===== src/hw/rtl/pdcr_pkg.sv =====
// Shared constants for the phase derivative complex rotator.
// No dependencies; used by pdcr_hstep and phase_derivative_complex_rotator.
package pdcr_pkg;

  // 1.0 in Q30
  localparam logic [30:0] ONE_Q30    = 31'h4000_0000;
  // half of a quadrant in units of 2^-32 turn
  localparam logic [29:0] OCTANT_Q30 = 30'h2000_0000;
  // 1/(2*pi) in Q0.64
  localparam logic [63:0] INV_2PI    = 64'h28BE_60DB_9391_054A;
  // pi in Q2.30
  localparam logic [31:0] PI_Q30     = 32'hC90F_DAA2;

  // reciprocal scale for the constant divides in the series
  localparam int RECIP_SHIFT = 37;
  localparam int RECIP_W     = 37;

  // ceil(2^37 / k): exact floor division for 30-bit dividends, k <= 90
  localparam logic [RECIP_W-1:0] RECIP_SIN [4] = '{
    37'(((64'd1 << RECIP_SHIFT) + 64'd71) / 64'd72),
    37'(((64'd1 << RECIP_SHIFT) + 64'd41) / 64'd42),
    37'(((64'd1 << RECIP_SHIFT) + 64'd19) / 64'd20),
    37'(((64'd1 << RECIP_SHIFT) + 64'd5) / 64'd6)
  };
  localparam logic [RECIP_W-1:0] RECIP_COS [5] = '{
    37'(((64'd1 << RECIP_SHIFT) + 64'd89) / 64'd90),
    37'(((64'd1 << RECIP_SHIFT) + 64'd55) / 64'd56),
    37'(((64'd1 << RECIP_SHIFT) + 64'd29) / 64'd30),
    37'(((64'd1 << RECIP_SHIFT) + 64'd11) / 64'd12),
    37'(((64'd1 << RECIP_SHIFT) + 64'd1) / 64'd2)
  };

endpackage


===== src/hw/rtl/pdcr_hstep.sv =====
// One Horner step of the sine/cosine series: q = ((x2*h)>>30) / k.
// Two register stages (multiply, reciprocal multiply); uses pdcr_pkg.
module pdcr_hstep #(
  parameter logic [pdcr_pkg::RECIP_W-1:0] RECIP = pdcr_pkg::RECIP_COS[0]
) (
  input  logic        clk,
  input  logic        en,
  input  logic [29:0] x2_i,
  input  logic [30:0] h_i,
  output logic [29:0] q_o
);

  logic [60:0] mprod;
  logic [29:0] m_r;
  logic [66:0] dprod;
  logic [29:0] q_r;

  // x2*h in Q60, back to Q30 (result stays below 2^30)
  assign mprod = {31'b0, x2_i} * {30'b0, h_i};

  // floor divide by k through the rounded-up reciprocal
  assign dprod = {37'b0, m_r} * {30'b0, RECIP};

  always_ff @(posedge clk) begin
    if (en) begin
      m_r <= mprod[59:30];
      q_r <= dprod[66:pdcr_pkg::RECIP_SHIFT];
    end
  end

  assign q_o = q_r;

endmodule


===== config.mk =====
export PLATFORM = sky130hd
export DESIGN_NAME = pdcr_hstep
export DESIGN_NICKNAME = d
export VERILOG_FILES = /design/src/hw/rtl/pdcr_pkg.sv /design/src/hw/rtl/pdcr_hstep.sv
export SDC_FILE = /design/constraint.sdc
export NUM_CORES = 2
export LEC_CHECK = 0
export ABC_AREA = 1
export BUFFER_PORTS_ARGS = -buffer_cell sky130_fd_sc_hd__clkbuf_2
export CAP_MARGIN = 25
export CORE_ASPECT_RATIO = 1.4
export CORE_MARGIN = 2
export CORE_UTILIZATION = 35
export CTS_BUF_LIST = sky130_fd_sc_hd__clkbuf_8 sky130_fd_sc_hd__clkbuf_16
export CTS_CLUSTER_DIAMETER = 60
export DETAILED_ROUTE_END_ITERATION = 10
export PLACE_DENSITY = 0.5
export SLEW_MARGIN = 20
export SYNTH_ARGS = -nofsm -noshare
export SYNTH_HDL_FRONTEND = slang
export SYNTH_SLANG_ARGS = --single-unit

===== constraint.sdc =====
create_clock -name clk -period 10.63 [get_ports clk]
set_clock_uncertainty 0.1 [all_clocks]
set_input_delay 2.126 -clock clk [delete_from_list [all_inputs] [get_ports clk]]
set_output_delay 2.126 -clock clk [all_outputs]
set_load 0.005 [all_outputs]

==> Word-level counts from Yosys, hierarchy flattened <==
Index checks and enable logic that the tools add are counted.
{ "op_classes": {"n_mul": 2} }
{ "ops": {"columns": ["op", "count"], "rows": [
  ["multiplier 30 x 31 -> 60 bit", 1],
  ["multiplier 30 x 29 -> 59 bit, second input constant", 1]
]} }
{ "word_totals": {"regBits": 54, "output_inout_bits": 30, "elab_cells": 4} }

==> Depth between registers and ports, before layout <==
{ "logic_depth": {"ltp_word": 1, "depth_mapped": 31, "depth_no_buf": 29} }

==> Worst setup path before layout <==
No wires, ideal clock.
{ "synth_path": {"path_type": "input to register", "start": "input h_i[29]", "end": "register m_r[26] (data pin)", "setup_ps": 252, "arrival_ps": 7771, "t_required_ps": 10278, "slack_ps": 2507, "path_stages": 25, "path_buffers": 1, "cell_sequence": "clkbuf_1 > nand2_1 > fa_1 > inv_1 > fa_1 > fa_1 > inv_1 > fa_1 > inv_1 > fa_1 > fa_1 > fa_1 > inv_1 > fa_1 > inv_1 > ha_1 > nand2_1 > nor2_2 > inv_2 > nor2_2 > inv_1 > nor4_2 > nand2_1 > nand3_1 > nand2_1"} }
{ "synth_between": {"elab_chain_len": 1} }
{ "synth_lines": {"columns": ["item", "line", "text"], "rows": [
  ["start, declared", "pdcr_hstep.sv:9", "input logic [30:0] h_i,"],
  ["multiplier 30 x 31 -> 60 bit", "pdcr_hstep.sv:19", "assign mprod = {31'b0, x2_i} * {30'b0, h_i};"],
  ["via mprod[56]", "pdcr_hstep.sv:13", "logic [60:0] mprod;"],
  ["end signal, assigned", "pdcr_hstep.sv:26", "m_r <= mprod[59:30];"],
  ["end, declared", "pdcr_hstep.sv:14", "logic [29:0] m_r;"]
]} }
The timed path passes the listed nets, and every way through them passes these cells.
A chain may end at the register's enable or synchronous reset.

==> Final worst setup path <==
{ "layout_path": {"start": "input h_i[24]", "end": "register m_r[24] (data pin)"} }
Same word-level chain as after synthesis.

==> impl_metrics.csv <==
group,metric,value,unit
logic_synthesis,synth_compound_area_share,2.69,%
logic_synthesis,register_bit_total_from_synthesis,54,
sta,timing.hold.ws,1.33,ns
floorplan,floorplan.rows,163,
detailed_routing,wirelength,164000,µm
logic_synthesis,synthMuxAreaShare,0,%
global_routing,grt_overflow,0,
finish,most_common_cell_after_layout_fill_and_taps_aside,"sky130_fd_sc_hd__inv_1",
detailed_routing,drtAntennaViolNets,0,
sta,timing_limited_maximum_frequency,109,MHz
logic_synthesis,yosysTopAreaCell,"sky130_fd_sc_hd__fa_1",
clock_tree,post_cts_hold_buffer_count,0,
global_routing,grt_antenna_before_repair,0,
setup_path,worst_setup_sp_type,"input pin",
global_routing,grt_pass1_vias,42600,
setup_path,worst-endpoint-arrival,9.19,ns
sta,rsz0062_at_grt,"no",
placed_design,gp_congestion,0.950,
sta,timing.final.hold_violations,0,
detailed_routing,vias_per_cell,4.64,
floorplan,design.die.area,144000,µm²
logic_synthesis,synth_adder_area_share,59.2,%
logic_synthesis,post-synth-top-area-fraction,44.8,%
setup_path,crit_path_top_delay_cell,"sky130_fd_sc_hd__clkbuf_2",
logic_synthesis,synth_seq_area_share,3.28,%
logic_synthesis,postSynth.asyncResetShare,0,%
detailed_routing,via_count,38200,
clock_tree,clk_pin_slew_worst_paths,0.08,ns
floorplan,initial_core_util,35.2,%
sta,setup-tns-final,0,ns
clock_tree,max-clock-path-buffers,2,
setup_path,data_required_time_of_the_critical_path,10.62,ns
floorplan,die-width,322,µm
logic_synthesis,synth-main-ff-cell,"sky130_fd_sc_hd__edfxtp_1",
finish,filler_cell_count,15000,
finish,flow.area_growth_from_synthesis,5.46,%
sta,timing_worst_slew_pin_value,0.948,ns
placed_design,dp_hpwl,145000,µm
sta,final_critical_path_required_period,9.21,ns
clock_tree,clockRootBuffer,"sky130_fd_sc_hd__clkbuf_16",
finish,num_antenna_cells,0,
clock_tree,post-cts-setup-buffers,0,
logic_synthesis,synth_top_family_by_area,"adder cells",
logic_synthesis,yosys.area_share.xor_xnor,0.248,%
detailed_routing,wire_per_inst,19.9,µm
finish,layout_common_cells,"2224 x sky130_fd_sc_hd__inv_1, 1636 x sky130_fd_sc_hd__nand2_1, 1108 x sky130_fd_sc_hd__fa_1",
setup_path,worstPathMaxFanout,20,
logic_synthesis,post_synth_instance_area,49500,µm²
floorplan,dieHeight,449,µm
placed_design,dp.cells,8230,
sta,slew_violations,0,
logic_synthesis,post_synth_main_area_contributors,"sky130_fd_sc_hd__fa_1 45%, sky130_fd_sc_hd__inv_1 17%, sky130_fd_sc_hd__ha_1 14%",
setup_path,critical_path_cell_by_cell,"clkbuf_2 -> buf_4 -> nand2_1 -> inv_1 -> fa_1 -> fa_1 -> inv_1 -> fa_1 -> fa_1 -> inv_1 -> fa_1 -> fa_1 -> fa_1 -> ha_1 -> ha_1 -> nand2_1 -> nor2_1 -> inv_1 -> nor2_1 -> nand2_1 -> nor2_1 -> nand2_1 -> nand4_1 -> nand2_1",
detailed_routing,drc,0,
detailed_routing,drt_pass_1_iters,7,
setup_path,critPathKind,"in -> reg",
finish,layout_cells_sized_above_1,3.30,%
logic_synthesis,synth.avg_cell_area,7.68,µm²
clock_tree,cts_tree,"yes",
finish,fin_cells,8238,
setup_path,worst_path_largest_cell_delay,0.65,ns
clock_tree,number_of_buffers_added_by_the_clock_tree_synthesis_step,5,
floorplan,io_pins,93,
logic_synthesis,synth_cell_type_count,32,
flow_run,cap_viol_max_count,0,
logic_synthesis,synth_edf_count,54,
sta,timing.slew.headroom,36.8,%
clock_tree,cts_resized,0,
global_routing,grt_max_degree,55,
placed_design,placement.io_buffers,86,
setup_path,worstSetupEndpointType,"flip-flop",
sta,period_share,86.6,%
floorplan,fp.coreArea,141000,µm²
setup_path,cpMostUsedCell,"sky130_fd_sc_hd__fa_1",
global_routing,track_usage,23.2,%
clock_tree,insertion_delay,0.33,ns
logic_synthesis,synth_simple_gate_area_share,16.2,%
logic_synthesis,post_synth_inst_count,6441,
global_routing,grt_first_pass_wirelength,253000,µm
outcome,status,"complete, no violations",
clock_tree,cts_sinks,54,
sta,setup_viol,0,
finish,finalCoreUtilization,37.1,%
min_path,worstHoldPathType,"reg -> reg",
clock_tree,cts_max_level,2,
logic_synthesis,yosys_warnings,0,
detailed_routing,first_iter_violations,1784,
finish,final_net_count,8160,
==> critical path, delay by kind of cell <==
family | cells | cell delay (ns)
adder cells (fa/ha/maj) | 9 | 4.20
buffers and inverters | 6 | 1.28
AND/OR/NAND/NOR | 9 | 1.60
==> final timing paths <==
check                     from                end  slack (ns)  cells after the start
min reg2reg   m_r[2]$_DFFE_PP_   q_o[4]$_DFFE_PP_        1.33                      7
max                    h_i[24]  m_r[24]$_DFFE_PP_        1.42                     24
max reg2reg  m_r[17]$_DFFE_PP_   q_o[9]$_DFFE_PP_        3.57                     20
min           m_r[2]$_DFFE_PP_   q_o[4]$_DFFE_PP_        1.33                      7
==> stage by stage <==
step	setup WS, ns	instance area, µm²
after floorplan	2.51	49500
after global placement	1.04	52000
after detailed placement	1.09	52000
after CTS	1.43	52200
after global routing	1.11	52200
final	1.42	52200
==> synthesized netlist by cell type, types with 8 or more instances <==
master,instances
sky130_fd_sc_hd__nor3_2,8
sky130_fd_sc_hd__edfxtp_1,54
sky130_fd_sc_hd__nand3_1,99
sky130_fd_sc_hd__nor2_1,203
sky130_fd_sc_hd__nor3_1,15
sky130_fd_sc_hd__a21o_1,10
sky130_fd_sc_hd__xnor2_1,9
sky130_fd_sc_hd__nand4_1,32
sky130_fd_sc_hd__inv_1,2224
sky130_fd_sc_hd__o21bai_1,22
sky130_fd_sc_hd__ha_1,567
sky130_fd_sc_hd__nor2_2,21
sky130_fd_sc_hd__nand2_1,1636
sky130_fd_sc_hd__o21ai_0,71
sky130_fd_sc_hd__fa_1,1108
sky130_fd_sc_hd__clkbuf_1,176
sky130_fd_sc_hd__a21oi_1,137
==> state kept, by name, indices dropped and copies added (netlist names) <==
register	flops
q_o	24
m_r	30
==> cells by family after synthesis <==
kind of cell	Yosys count
other	1
adders and majority gates	1675
AOI/OAI and AO/OA	247
and+or+nand+nor	2033
buffers and inverters	2417
DFF	54
xor gates and xnor gates	14
==> final cells by class <==
class / instances / area (µm²) / share of cell area, %
Clock buffer: 5 / 125 / 0.240
Timing Repair Buffer: 158 / 971 / 1.86
Sequential cell: 54 / 1620 / 3.11
Clock inverter: 3 / 47.5 / 0.0911
Tap cell: 1815 / 2270 / 4.35
Multi-Input combinational cell: 3975 / 38800 / 74.3
Inverter: 2228 / 8360 / 16.0
==> routing by layer <==
metal	routed length, µm	up-vias	global-route usage [%]
met2	90400	819	45.5
met5	0	-	0
met1	60700	19100	25.5
li1	-	18000	-
met3	4770	263	1.44
met4	7830	0	9.44
Power is not shown: default switching activity piles up to over one toggle a cycle in this logic, so the estimate is an artifact.
